<file path="src/design/bdv_pkg.sv">
// ----------------------------------------------------------------------------
// bdv_pkg
// Shared types, constants and helper functions for the base64 decode and
// validate core.
// ----------------------------------------------------------------------------
package bdv_pkg;

	localparam int CHAR_W    = 8;
	localparam int SEXTET_W  = 6;
	localparam int ACC_W     = 12;
	localparam int HELD_W    = 3;
	localparam int CNT_W     = 17;
	localparam int MAX_IN_W  = 17;
	localparam int MAX_OUT_W = 16;
	localparam int CFG_IDX_W = 1;
	localparam int CFG_DAT_W = 17;

	localparam logic [CNT_W-1:0]     CNT_MAX       = '1;
	localparam logic [MAX_IN_W-1:0]  MAX_IN_RST    = MAX_IN_W'(64 * 1024);
	localparam logic [MAX_OUT_W-1:0] MAX_OUT_RST   = MAX_OUT_W'(32 * 1024);

	// certificate header marker searched for in the decoded bytes
	localparam int MARK_LEN = 27;
	localparam int MPOS_W   = 5;
	localparam logic [8*MARK_LEN-1:0] MARK_TEXT = "-----BEGIN CERTIFICATE-----";
	localparam logic [CHAR_W-1:0] CH_DASH = 8'h2d;
	localparam logic [CHAR_W-1:0] CH_PAD  = 8'h3d;
	// length of the leading dash run of the marker
	localparam logic [MPOS_W-1:0] DASH_RUN = MPOS_W'(5);

	// queue between front and back
	localparam int QDEPTH = 2;
	localparam int QPTR_W = $clog2(QDEPTH);
	localparam int QCNT_W = $clog2(QDEPTH + 1);

	typedef enum logic [1:0] {
		CL_DATA = 2'd0,
		CL_PAD  = 2'd1,
		CL_BAD  = 2'd2
	} char_class_t;

	typedef enum logic [1:0] {
		ERR_NONE = 2'd0,
		ERR_PAD  = 2'd2,
		ERR_CHAR = 2'd3
	} stream_err_t;

	typedef enum logic [2:0] {
		ST_OK       = 3'd0,
		ST_BAD_LEN  = 3'd1,
		ST_BAD_PAD  = 3'd2,
		ST_BAD_CHAR = 3'd3,
		ST_NO_HDR   = 3'd4,
		ST_OUT_LONG = 3'd5
	} status_t;

	typedef enum logic [CFG_IDX_W-1:0] {
		REG_MAX_IN  = 1'b0,
		REG_MAX_OUT = 1'b1
	} cfg_reg_t;

	// one classified character, front to back
	typedef struct packed {
		char_class_t         cls;
		logic [SEXTET_W-1:0] sextet;
		logic                last;
	} q_entry_t;

	// one result item
	typedef struct packed {
		logic [CHAR_W-1:0] data_byte;
		logic              byte_valid;
		logic              done_res;
		status_t           status;
	} res_t;

	// sextet value of an alphabet character
	function automatic logic [SEXTET_W-1:0] sextet_of(input logic [CHAR_W-1:0] c);
		logic [SEXTET_W-1:0] v;
		v = '0;
		case (c) inside
			[8'h41:8'h5a]: v = SEXTET_W'(c - 8'h41);
			[8'h61:8'h7a]: v = SEXTET_W'(c - 8'h61 + 8'd26);
			[8'h30:8'h39]: v = SEXTET_W'(c - 8'h30 + 8'd52);
			8'h2b:         v = SEXTET_W'(62);
			8'h2f:         v = SEXTET_W'(63);
			default:       v = '0;
		endcase
		return v;
	endfunction

	function automatic char_class_t class_of(input logic [CHAR_W-1:0] c);
		char_class_t k;
		k = CL_BAD;
		case (c) inside
			[8'h41:8'h5a], [8'h61:8'h7a], [8'h30:8'h39], 8'h2b, 8'h2f: k = CL_DATA;
			CH_PAD:  k = CL_PAD;
			default: k = CL_BAD;
		endcase
		return k;
	endfunction

	function automatic logic [CHAR_W-1:0] mark_char(input logic [MPOS_W-1:0] j);
		logic [CHAR_W-1:0] ch;
		ch = '0;
		for (int i = 0; i < MARK_LEN; i++) begin
			if (j == MPOS_W'(i))
				ch = MARK_TEXT[8*(MARK_LEN-1-i) +: 8];
		end
		return ch;
	endfunction

	// Matcher step. The marker's only self overlap is its leading dash run,
	// so a mismatch falls back to the dash run, one dash, or zero.
	function automatic logic [MPOS_W-1:0] mark_next(input logic [MPOS_W-1:0] pos,
			input logic [CHAR_W-1:0] b);
		logic [MPOS_W-1:0] j;
		logic [MPOS_W-1:0] n;
		j = (pos >= MPOS_W'(MARK_LEN)) ? '0 : pos;
		if (mark_char(j) == b)
			n = j + 1'b1;
		else if (b == CH_DASH)
			n = (j == DASH_RUN) ? DASH_RUN : MPOS_W'(1);
		else
			n = '0;
		return n;
	endfunction

endpackage

</file>
<file path="src/design/bdv_in_if.sv">
// ----------------------------------------------------------------------------
// bdv_in_if
// Encoded character channel: valid/ready with character and last mark.
// ----------------------------------------------------------------------------
interface bdv_in_if;
	logic       valid;
	logic       ready;
	logic [7:0] character;
	logic       last;

	modport source (output valid, output character, output last, input ready);
	modport sink   (input valid, input character, input last, output ready);
endinterface

</file>
<file path="src/design/bdv_out_if.sv">
// ----------------------------------------------------------------------------
// bdv_out_if
// Result channel: decoded byte and final status.
// ----------------------------------------------------------------------------
interface bdv_out_if;
	logic       valid;
	logic       ready;
	logic [7:0] data_byte;
	logic       byte_valid;
	logic       done_res;
	logic [2:0] status;

	modport source (output valid, output data_byte, output byte_valid,
		output done_res, output status, input ready);
	modport sink   (input valid, input data_byte, input byte_valid,
		input done_res, input status, output ready);
endinterface

</file>
<file path="src/design/bdv_cfg_if.sv">
// ----------------------------------------------------------------------------
// bdv_cfg_if
// Configuration write channel: register index and write data.
// ----------------------------------------------------------------------------
interface bdv_cfg_if;
	import bdv_pkg::*;

	logic                 valid;
	logic                 ready;
	logic [CFG_IDX_W-1:0] index;
	logic [CFG_DAT_W-1:0] data;

	modport source (output valid, output index, output data, input ready);
	modport sink   (input valid, input index, input data, output ready);
endinterface

</file>
<file path="src/design/bdv_front.sv">
// ----------------------------------------------------------------------------
// bdv_front
// Accepts encoded characters and classifies them into data, pad or bad,
// with the sextet value, for the queue.
// ----------------------------------------------------------------------------
module bdv_front (
	bdv_in_if.sink            src,
	input  logic              q_full,
	output logic              push,
	output bdv_pkg::q_entry_t push_entry
);
	import bdv_pkg::*;

	assign src.ready = !q_full;
	assign push      = src.valid && !q_full;

	always_comb begin
		push_entry.cls    = class_of(src.character);
		push_entry.sextet = sextet_of(src.character);
		push_entry.last   = src.last;
	end

endmodule

</file>
<file path="src/design/bdv_queue.sv">
// ----------------------------------------------------------------------------
// bdv_queue
// Short register queue between front and back.
// ----------------------------------------------------------------------------
module bdv_queue (
	input  logic              clk,
	input  logic              arst_n,
	input  logic              push,
	input  bdv_pkg::q_entry_t push_entry,
	output logic              full,
	input  logic              pop,
	output logic              not_empty,
	output bdv_pkg::q_entry_t head
);
	import bdv_pkg::*;

	q_entry_t            slot_q [QDEPTH];
	logic [QPTR_W-1:0]   wr_ptr_q;
	logic [QPTR_W-1:0]   rd_ptr_q;
	logic [QCNT_W-1:0]   count_q;

	assign full      = (count_q == QCNT_W'(QDEPTH));
	assign not_empty = (count_q != '0);
	assign head      = slot_q[rd_ptr_q];

	always_ff @(posedge clk or negedge arst_n) begin
		if (!arst_n) begin
			wr_ptr_q <= '0;
			rd_ptr_q <= '0;
			count_q  <= '0;
		end else begin
			if (push)
				wr_ptr_q <= (wr_ptr_q == QPTR_W'(QDEPTH - 1)) ? '0 : wr_ptr_q + 1'b1;
			if (pop)
				rd_ptr_q <= (rd_ptr_q == QPTR_W'(QDEPTH - 1)) ? '0 : rd_ptr_q + 1'b1;
			if (push && !pop)
				count_q <= count_q + 1'b1;
			else if (pop && !push)
				count_q <= count_q - 1'b1;
		end
	end

	always_ff @(posedge clk) begin
		if (push)
			slot_q[wr_ptr_q] <= push_entry;
	end

endmodule

</file>
<file path="src/design/bdv_back.sv">
// ----------------------------------------------------------------------------
// bdv_back
// Stream state: bit accumulator, error tracking, counters, header matcher,
// final status and the result register.
// ----------------------------------------------------------------------------
module bdv_back (
	input  logic                            clk,
	input  logic                            arst_n,
	input  logic [bdv_pkg::MAX_IN_W-1:0]    max_in,
	input  logic [bdv_pkg::MAX_OUT_W-1:0]   max_out,
	input  logic                            q_not_empty,
	input  bdv_pkg::q_entry_t               q_head,
	output logic                            pop,
	bdv_out_if.source                       res
);
	import bdv_pkg::*;

	logic [ACC_W-1:0]  acc_q,  acc_n;
	logic [HELD_W-1:0] held_q, held_n;
	logic              pad_q,  pad_n;
	stream_err_t       err_q,  err_n;
	logic [CNT_W-1:0]  cin_q,  cin_n;
	logic [CNT_W-1:0]  cout_q, cout_n;
	logic [MPOS_W-1:0] mpos_q, mpos_n;
	logic              found_q, found_n;

	res_t              res_q;
	res_t              res_n;
	logic              res_v_q;
	logic              take;
	logic              emit;
	logic [HELD_W:0]   held_sum;
	logic              bad_len;

	assign take = !res_v_q || res.ready;
	assign pop  = q_not_empty && take;
	assign emit = pop && (res_n.byte_valid || q_head.last);

	always_comb begin
		acc_n    = acc_q;
		held_n   = held_q;
		pad_n    = pad_q;
		err_n    = err_q;
		cout_n   = cout_q;
		mpos_n   = mpos_q;
		found_n  = found_q;
		held_sum = {1'b0, held_q} + (HELD_W+1)'(SEXTET_W);
		res_n    = '0;
		bad_len  = 1'b0;
		cin_n    = (cin_q == CNT_MAX) ? cin_q : cin_q + 1'b1;

		if (q_head.cls == CL_PAD) begin
			pad_n = 1'b1;
		end else if (err_q == ERR_NONE) begin
			if (pad_q) begin
				err_n = ERR_PAD;
			end else if (q_head.cls == CL_BAD) begin
				err_n = ERR_CHAR;
			end else begin
				acc_n = {acc_q[ACC_W-SEXTET_W-1:0], q_head.sextet};
				if (held_sum >= (HELD_W+1)'(8)) begin
					held_n           = HELD_W'(held_sum - (HELD_W+1)'(8));
					res_n.data_byte  = CHAR_W'(acc_n >> held_n);
					res_n.byte_valid = 1'b1;
					cout_n           = (cout_q == CNT_MAX) ? cout_q : cout_q + 1'b1;
					if (!found_q) begin
						mpos_n = mark_next(mpos_q, res_n.data_byte);
						if (mpos_n >= MPOS_W'(MARK_LEN)) begin
							found_n = 1'b1;
							mpos_n  = '0;
						end
					end
				end else begin
					held_n = held_sum[HELD_W-1:0];
				end
			end
		end

		if (q_head.last) begin
			bad_len = (cin_n == '0) || (cin_n > max_in) || (cin_n[1:0] != 2'b00);
			res_n.done_res = 1'b1;
			if (bad_len)
				res_n.status = ST_BAD_LEN;
			else if (err_n != ERR_NONE)
				res_n.status = status_t'({1'b0, err_n});
			else if (!found_n)
				res_n.status = ST_NO_HDR;
			else if (cout_n > {1'b0, max_out})
				res_n.status = ST_OUT_LONG;
			else
				res_n.status = ST_OK;
			// string ends: state clears for the next one
			acc_n   = '0;
			held_n  = '0;
			pad_n   = 1'b0;
			err_n   = ERR_NONE;
			cin_n   = '0;
			cout_n  = '0;
			mpos_n  = '0;
			found_n = 1'b0;
		end
	end

	always_ff @(posedge clk or negedge arst_n) begin
		if (!arst_n) begin
			acc_q   <= '0;
			held_q  <= '0;
			pad_q   <= 1'b0;
			err_q   <= ERR_NONE;
			cin_q   <= '0;
			cout_q  <= '0;
			mpos_q  <= '0;
			found_q <= 1'b0;
			res_v_q <= 1'b0;
		end else begin
			if (pop) begin
				acc_q   <= acc_n;
				held_q  <= held_n;
				pad_q   <= pad_n;
				err_q   <= err_n;
				cin_q   <= cin_n;
				cout_q  <= cout_n;
				mpos_q  <= mpos_n;
				found_q <= found_n;
			end
			if (emit)
				res_v_q <= 1'b1;
			else if (res.ready)
				res_v_q <= 1'b0;
		end
	end

	always_ff @(posedge clk) begin
		if (emit)
			res_q <= res_n;
	end

	assign res.valid      = res_v_q;
	assign res.data_byte  = res_q.data_byte;
	assign res.byte_valid = res_q.byte_valid;
	assign res.done_res   = res_q.done_res;
	assign res.status     = res_q.status;

endmodule

</file>
<file path="src/design/base64_decode_validate_core.sv">
// ----------------------------------------------------------------------------
// base64_decode_validate_core
// Streaming base64 decoder with certificate blob validation.
// ----------------------------------------------------------------------------
// Path: an accepted character beat is written into the queue; the back stage
//   moves it into the result register when that register is free or drained.
// Throughput: one character per cycle while the queue has room; the back
//   stage consumes one queue entry per cycle whenever the result register is
//   free or being drained.
// Reset: limits go to 65536 input / 32768 output, stream state clears, the
//   queue and the result register come up empty.
// ----------------------------------------------------------------------------
module base64_decode_validate_core (
	input  logic       clk,
	input  logic       arst_n,
	bdv_in_if.sink     src,
	bdv_out_if.source  res,
	bdv_cfg_if.sink    cfg
);
	import bdv_pkg::*;

	// configuration limits
	logic [MAX_IN_W-1:0]  max_in_q;
	logic [MAX_OUT_W-1:0] max_out_q;

	// front to queue
	logic     push;
	q_entry_t push_entry;
	logic     q_full;

	// queue to back
	logic     q_not_empty;
	q_entry_t q_head;
	logic     pop;

	// Config writes are always taken; the user must write only while idle, the block does not enforce it.
	assign cfg.ready = 1'b1;

	always_ff @(posedge clk or negedge arst_n) begin
		if (!arst_n) begin
			max_in_q  <= MAX_IN_RST;
			max_out_q <= MAX_OUT_RST;
		end else if (cfg.valid) begin
			case (cfg.index)
				REG_MAX_IN:  max_in_q  <= cfg.data[MAX_IN_W-1:0];
				REG_MAX_OUT: max_out_q <= cfg.data[MAX_OUT_W-1:0];
				default:     ;
			endcase
		end
	end

	// Front: accept and classify each character beat.
	bdv_front u_front (
		.src        (src),
		.q_full     (q_full),
		.push       (push),
		.push_entry (push_entry)
	);

	// Short queue decouples input acceptance from result backpressure.
	bdv_queue u_queue (
		.clk        (clk),
		.arst_n     (arst_n),
		.push       (push),
		.push_entry (push_entry),
		.full       (q_full),
		.pop        (pop),
		.not_empty  (q_not_empty),
		.head       (q_head)
	);

	// Back: decode, track errors and header, produce bytes and final status.
	bdv_back u_back (
		.clk         (clk),
		.arst_n      (arst_n),
		.max_in      (max_in_q),
		.max_out     (max_out_q),
		.q_not_empty (q_not_empty),
		.q_head      (q_head),
		.pop         (pop),
		.res         (res)
	);

	// Every result beat carries a byte or ends a string.
	a_res_has_content: assert property (@(posedge clk) disable iff (!arst_n)
		res.valid |-> (res.byte_valid || res.done_res))
		else $error("result beat with neither byte nor done");

	// Status is only meaningful on the final beat.
	a_status_only_done: assert property (@(posedge clk) disable iff (!arst_n)
		(res.valid && !res.done_res) |-> (res.status == ST_OK))
		else $error("status set on a non-final beat");

	// A stalled result beat must not change while the back stage keeps running.
	a_res_held: assert property (@(posedge clk) disable iff (!arst_n)
		(res.valid && !res.ready) |=> (res.valid && $stable(res.data_byte)
			&& $stable(res.status) && $stable(res.done_res)))
		else $error("result register changed under stall");

endmodule

</file>
<file path="src/flat_wrapper.sv">
// flat-port wrapper written by rule: the top's interface ports become plain ports
module base64_decode_validate_core_flat import bdv_pkg::*;
  (clk, arst_n, src_valid, src_character, src_last, src_ready, res_valid, res_data_byte, res_byte_valid, res_done_res, res_status, res_ready, cfg_valid, cfg_index, cfg_data, cfg_ready);
  bdv_in_if src_i ();
  bdv_out_if res_i ();
  bdv_cfg_if cfg_i ();
  input  logic clk;
  input  logic arst_n;
  input wire logic [$bits(src_i.valid)-1:0] src_valid;
  input wire logic [$bits(src_i.character)-1:0] src_character;
  input wire logic [$bits(src_i.last)-1:0] src_last;
  output wire logic [$bits(src_i.ready)-1:0] src_ready;
  output wire logic [$bits(res_i.valid)-1:0] res_valid;
  output wire logic [$bits(res_i.data_byte)-1:0] res_data_byte;
  output wire logic [$bits(res_i.byte_valid)-1:0] res_byte_valid;
  output wire logic [$bits(res_i.done_res)-1:0] res_done_res;
  output wire logic [$bits(res_i.status)-1:0] res_status;
  input wire logic [$bits(res_i.ready)-1:0] res_ready;
  input wire logic [$bits(cfg_i.valid)-1:0] cfg_valid;
  input wire logic [$bits(cfg_i.index)-1:0] cfg_index;
  input wire logic [$bits(cfg_i.data)-1:0] cfg_data;
  output wire logic [$bits(cfg_i.ready)-1:0] cfg_ready;
  assign src_i.valid = src_valid;
  assign src_i.character = src_character;
  assign src_i.last = src_last;
  assign src_ready = src_i.ready;
  assign res_valid = res_i.valid;
  assign res_data_byte = res_i.data_byte;
  assign res_byte_valid = res_i.byte_valid;
  assign res_done_res = res_i.done_res;
  assign res_status = res_i.status;
  assign res_i.ready = res_ready;
  assign cfg_i.valid = cfg_valid;
  assign cfg_i.index = cfg_index;
  assign cfg_i.data = cfg_data;
  assign cfg_ready = cfg_i.ready;
  base64_decode_validate_core u_core (.clk(clk), .arst_n(arst_n), .src(src_i), .res(res_i), .cfg(cfg_i));
endmodule
</file>
<file path="config.mk">
export PLATFORM = sky130hd
export DESIGN_NAME = base64_decode_validate_core_flat
export DESIGN_NICKNAME = d
export VERILOG_FILES = /design/src/design/bdv_pkg.sv /design/src/design/bdv_in_if.sv /design/src/design/bdv_out_if.sv /design/src/design/bdv_cfg_if.sv /design/src/design/bdv_front.sv /design/src/design/bdv_queue.sv /design/src/design/bdv_back.sv /design/src/design/base64_decode_validate_core.sv /design/src/flat_wrapper.sv
export SDC_FILE = /design/constraint.sdc
export NUM_CORES = 1
export LEC_CHECK = 0
export CAP_MARGIN = 20
export CORE_ASPECT_RATIO = 0.75
export CORE_MARGIN = 4
export CORE_UTILIZATION = 38
export DETAILED_ROUTE_END_ITERATION = 10
export DONT_BUFFER_PORTS = 1
export GPL_TIMING_DRIVEN = 0
export HOLD_SLACK_MARGIN = 0.15
export SLEW_MARGIN = 20
export SYNTH_ARGS = -nofsm -noshare
export SYNTH_HDL_FRONTEND = slang
export SYNTH_HIERARCHICAL = 1
export SYNTH_SLANG_ARGS = --single-unit
</file>
<file path="constraint.sdc">
create_clock -name clk -period 4.61 [get_ports clk]
set_clock_uncertainty 0.05 [all_clocks]
set_input_delay 0 -clock clk [delete_from_list [all_inputs] [get_ports clk]]
set_output_delay 0 -clock clk [all_outputs]
set_load 0.03 [all_outputs]
</file>
Yosys cells after proc, flatten, opt, wreduce, memory -nomap -nowiden
Memory sizes are Yosys's and may differ from the RTL's.
Cells that the tools add are included.
Word-level totals
  memories kept: 1
  output and inout port bits: 16
  bits of input ports: 32
  bits in registers: 103
  word-level logic and storage cells: 238
  RAM bits: 18
Memories
  u_core.u_queue.slot_q: depth 2, bits a word 9, read ports 1, clocked after Yosys merged registers in 0, write ports 1, RTL line bdv_queue.sv:17  | q_entry_t slot_q [QDEPTH];
Operators by class
  shift operators: 1
  eq/ne operators: 40
  reductions and logical operators: 36
  add/subtract/negate cells: 14
  muxes and demuxes: 111
  order comparisons: 11
  bitwise logic cells: 4
Operators by type and width (count)
  $mux W8: 32
  $mux W17: 9
  $mux W5: 16
  $mux W6: 11
  $eq A5 B5 Y1 const B: 11
  $eq A5 B4 Y1 const B: 8
  $mux W3: 12
  $add A17 B1 Y17 const B: 2
  $eq A17 B17 Y1 const B: 2
  $eq A8 B6 Y1 const B: 4
  $mux W1: 21
  $eq A5 B3 Y1 const B: 4
  $mux W2: 9
  $gt A17 B16 Y1: 1
  $gt A17 B17 Y1: 1
  $logic_not A17 Y1: 1
  $ge A8 B7 Y1 const B: 2
  $le A8 B7 Y1 const B: 2
  $reduce_bool A2 Y1: 8
  $shr A12 B3 Y8: 1
  $sub A6 B6 Y6 const B: 2
  $eq A5 B2 Y1 const B: 2
  $ge A5 B5 Y1 const B: 2
  $reduce_or A5 Y1: 2
  other kinds (29): 52

Depth between registers and ports, before layout
  depth after elaboration: 56
  mapped depth: 19
  gate-level depth less buffers: 18

By module
The synthesis kept the hierarchy.
Modules (own cells, without submodules)
  bdv_back: seq. area each 1691.6 sq um, area an instance 5582.9 sq um, instances 1, cells an instance 684
  base64_decode_validate_core: seq. area each 828.3 sq um, area an instance 1302.5 sq um, instances 1, cells an instance 73
  bdv_queue: seq. area each 640.6 sq um, area an instance 878.3 sq um, instances 1, cells an instance 44
  bdv_front: seq. area each 0.0 sq um, area an instance 601.8 sq um, instances 1, cells an instance 86

Worst setup path before layout
No wires, ideal clock.
  path kind: register -> register
  start point: reg u_core.u_queue.rd_ptr_q
  end point: reg u_core.u_back.res_q (netlist bit u_core/u_back/res.status[0]) (data pin)
  library setup time: 0.275 ns
  stages on the path, launching flop included: 19
  data required time: 4.285 ns
  data arrival time: 4.117 ns
  setup slack: 0.168 ns
  buffers on the path: 1
  path through: dfrtp_1 -> buf_6 -> mux2_4 -> ha_1 -> nor3_1 -> nand3b_1 -> a31oi_1 -> and2_1 -> and3_1 -> nor3b_1 -> xor2_1 -> ha_1 -> a211o_1 -> a21oi_1 -> nand2_1 -> o21ai_0 -> a21oi_1 -> o41ai_1 -> a41oi_1
RTL lines
  from (decl): RTL line bdv_queue.sv:19  | logic [QPTR_W-1:0] rd_ptr_q;
  from (signal assigned): RTL line bdv_queue.sv:35  | rd_ptr_q <= (rd_ptr_q == QPTR_W'(QDEPTH - 1)) ? '0 : rd_ptr_q + 1'b1;
  to (signal assigned): RTL line bdv_back.sv:135  | res_q <= res_n;
  to (decl): RTL line bdv_back.sv:27  | res_t res_q;

==> metrics.md <==
| Metric | Value |
|---|---|
| Global-route wire length before repair | `35.2 mm` |
| I/O pins | `48` |
| Final Hold Violating Endpoints | `0` |
| Synth top area share | `roughly a quarter` |
| Met1 Resource Use GR | `around 28%` |
| Worst path cell trace | `buf_8, mux2_4, ha_2, nor3_2, nand3b_1, a31oi_4, buf_6, nand4_1, or3_4, xnor2_1, ha_1, nand4_1, nor4_2, inv_1, o21ai_0, a21oi_1, o41ai_2, a41oi_1` |
| Crit-path slowest cell | `dfrtp_1` |
| Critical Path Sink Type | `register` |
| Core area | `about 21,000 um2` |
| Synth Warn # | `6` |
| Fmax | `roughly 0.23 GHz` |
| Clock slew at reported path FFs | `0.06 ns` |
| Yosys cell types | `89` |
| Critical path type | `register to register` |
| Clock Path Buffers | `2` |
| Count leader, synth | `dfrtp_1` |
| Row cnt | `between 40 and 50` |
| Worst path arrival time | `4.51 ns` |
| GP Congestion | `between 0.9 and 1` |
| Area growth syn-to-layout | `19.2%` |
| Routed Antenna Nets | `0` |
| # DRC | `0` |
| Largest net degree at the start of global routing | `90` |
| Pre-antenna DRT Iters | `4` |
| WL final | `21.3 mm` |
| Max IR drop VDD | `0.302 mV` |
| Initial Utilization | `39.1%` |
| Starting DRT DRC Count | `approximately 560` |
| Root Buffer | `clkbuf_16` |
| PnR worst setup slack | `between 0.15 and 0.2 ns` |
| Max-slew violations | `0` |
| Grt ovf | `0` |
| CTS Buf Count | `17` |
| Gate Count Post-Synth | `between 800 and 900` |
| Synth Cell Area | `about 8400 um2` |
| Post-synthesis sequential area ratio | `a little under two fifths` |
| Period minus WS final | `approximately 4.4 ns` |
| Synth area leader | `dfrtp_1` |
| H-tree levels | `4` |
| Tcrit/Tclk final | `around 96%` |
| Max_cap viols | `0` |
| Initial antenna violation count | `0` |
| Share of layout cells above drive strength 1 | `16.4%` |
| Vias in the first global route | `between 6,000 and 7,000` |
| Number of flops mapped to enable cells by yosys | `31` |
| Worst skew pair latency | `just over 0.4 ns` |
| Pwr per Cell Area | `~430 nW/um2` |
| Clock sink count | `120` |
| Port-buffer cells | `0` |
| GRT Max-Usage Layer | `met1` |
| # fillers | `2,044` |
| Synth top cells by count | `dfrtp_1, nand2_1, inv_1` |
| Die height | `roughly 140 um` |
| Status | `finished clean` |
| P_leak | `approximately 4.4 nW` |
| Crit start category | `register` |
| Largest cells by area after synthesis | `dfrtp_1, edfxtp_1, ha_1` |
| Post-Syn Nets | `around 970` |
| Pre-CTS WS | `-0.722 ns` |
| GRT Util Overall | `18.0%` |
| Critical Path RT | `between 4 and 5 ns` |
| Slew Limit Headroom | `48.5%` |
| Final nets | `1,045` |
| Worst min path class | `input port to async pin` |
| Via count | `6,925` |
| Die span in x | `about 180 um` |
| Diodes inserted | `0` |
| CTS tree | `built` |
| Global Route met3 Usage | `under 10%` |
| DP HPWL | `~15 mm` |
| Synth async-reset ratio | `roughly 74%` |
| Worst Max-Slew Pin Slew | `around 0.77 ns` |
| Synthesized area per cell | `9.43 um2` |
| CP most frequent cell | `nand4_1` |
| Average wire per standard cell | `between 15 and 20 um` |
| Top_reg_cell synth | `dfrtp_1` |
| Final setup violation count | `0` |
| TNS Setup | `0 ns` |
| Met2 usage | `25.9%` |
| Area of the die | `24,500 um2` |
| Max FO, Critical Path | `10` |
| Vias per cell | `~5.5` |
| #FFs+latches synth | `between 100 and 150` |
| Crit-path max cell delay | `approximately 0.38 ns` |
-- per-layer routing --
| metal | routed length (um) | part of all wire, % | up-vias |
|---|---|---|---|
| met3 | 916 | 4.3 | 17 |
| met2 | 9160 | 43 | 173 |
| met5 | 0 | 0 | - |
| li1 | - | - | 3358 |
| met1 | 11000 | 52 | 3377 |
| met4 | 217 | 1.0 | 0 |
-- repair_timing --
item	4_1_cts	5_1_grt
hold buffers	45	0
hold endpoints to repair	144	0
resized for setup	14	22
setup buffers	5	5
pin swaps	2	6
setup endpoints to repair	8	7
-- stage by stage --
step / power (mW) / cells / hold WS [ns] / utilization [%] / area [um2]
finish: 4.32 / 1261 / 0.137 / 46.6 / 9970
CTS: 4.33 / 1256 / 0.151 / 45.9 / 9830
detailed placement: 3.03 / 1175 / -0.337 / 40.8 / 8730
floorplan: 2.64 / 887 / -0.346 / - / 8370
global placement: 3.01 / 1175 / -0.337 / 40.8 / 8730
global route: 4.60 / 1261 / 0.167 / 46.6 / 9970
-- worst max-delay path, delay by kind of cell (launching register included) --
kind            cells  cell delay [ns]
buf+inv             3             0.42
compound gates      5             0.90
mux                 1             0.31
simple gates        6             1.43
xor+xnor            1             0.14
fa+ha+maj           2             0.52
flops               1             0.38
-- flip-flops by register name, indices dropped and copies added, names as in the netlist, 2 cells and up --
| signal | cells |
|---|---|
| u_core/max_in_q | 17 |
| u_core/u_back/mpos_q | 5 |
| u_core/max_out_q | 16 |
| u_core/u_back/held_q | 2 |
| u_core/u_back/res.status | 3 |
| u_core/u_back/res.data_byte | 8 |
| u_core/u_back/cout_q | 17 |
| u_core/u_queue/count_q | 2 |
| u_core/u_back/cin_q | 17 |
| u_core/u_back/err_q | 2 |
| u_core/u_queue/slot_q | 18 |
| u_core/u_back/acc_q | 6 |
-- power breakdown --
part | switching, mW | internal [mW]
clock network | 0.466 | 0.738
logic | 0.921 | 0.603
registers | 0.247 | 1.34
-- cell type report --
| type | instances | area [um2] | area share [%] |
|---|---|---|---|
| Multi-Input combinational cell | 657 | 4870 | 48.8 |
| Sequential cell | 120 | 3160 | 31.7 |
| Timing Repair Buffer | 55 | 547 | 5.48 |
| Clock buffer | 24 | 492 | 4.93 |
| Tap cell | 288 | 360 | 3.61 |
| Buffer | 43 | 248 | 2.48 |
| Inverter | 66 | 248 | 2.48 |
| Clock inverter | 8 | 46.3 | 0.464 |
-- placed cells by master, fill, tap and decap left out, types with 6 or more instances in the layout --
cell / netlist / final
mux2i_1: 6 / 6
dlygate4sd3_1: 0 / 44
mux2_4: 20 / 20
mux2_2: 29 / 29
clkbuf_16: 0 / 17
nor2_1: 56 / 54
and3_1: 12 / 10
o31ai_1: 7 / 6
buf_2: 9 / 9
dfrtp_1: 87 / 87
and2_1: 7 / 6
buf_6: 7 / 7
nor3_1: 10 / 9
a21oi_1: 46 / 45
clkbuf_1: 22 / 23
a22o_1: 17 / 17
edfxtp_1: 31 / 31
xnor2_1: 20 / 20
nand2_1: 74 / 73
buf_4: 4 / 13
nor2b_1: 16 / 16
o22ai_1: 11 / 10
clkinv_2: 0 / 6
o21ai_0: 53 / 51
inv_1: 63 / 63
nand2b_1: 13 / 13
a31oi_1: 11 / 10
a21o_1: 13 / 13
nand3_1: 29 / 29
nand3b_1: 7 / 7
ha_1: 53 / 51
nand4_1: 12 / 12
xor2_1: 20 / 19
a211oi_1: 10 / 9
-- kinds of logic after synthesis --
group	count (synthesis)	share of synthesized area, %
AOI/OAI and AO/OA	223	17.8
xor gates and xnor gates	40	4.19
adders and majority gates	53	7.93
buffers and inverters	110	5.88
DFF	120	37.8
muxes	57	8.62
other	1	0.0448
and+or+nand+nor	283	17.7
-- path summary, 6_finish.rpt --
check	start	endpoint	slack, ns	cells after the start
min in group clk	src_character[3]	u_core/u_queue/slot_q[0][7]	0.18	3
max in group asynchronous	arst_n	u_core/max_out_q[15]	3.99	2
max	u_core/u_queue/rd_ptr_q	u_core/u_back/res.status[0]	0.19	18
max reg2reg	u_core/u_queue/rd_ptr_q	u_core/u_back/res.status[0]	0.19	18
min	arst_n	u_core/u_back/mpos_q[2]	0.14	2
min reg2reg	u_core/u_back/held_q[2]	u_core/u_back/held_q[2]	0.44	2
No activity file was read; power rests on OpenSTA's default activity.
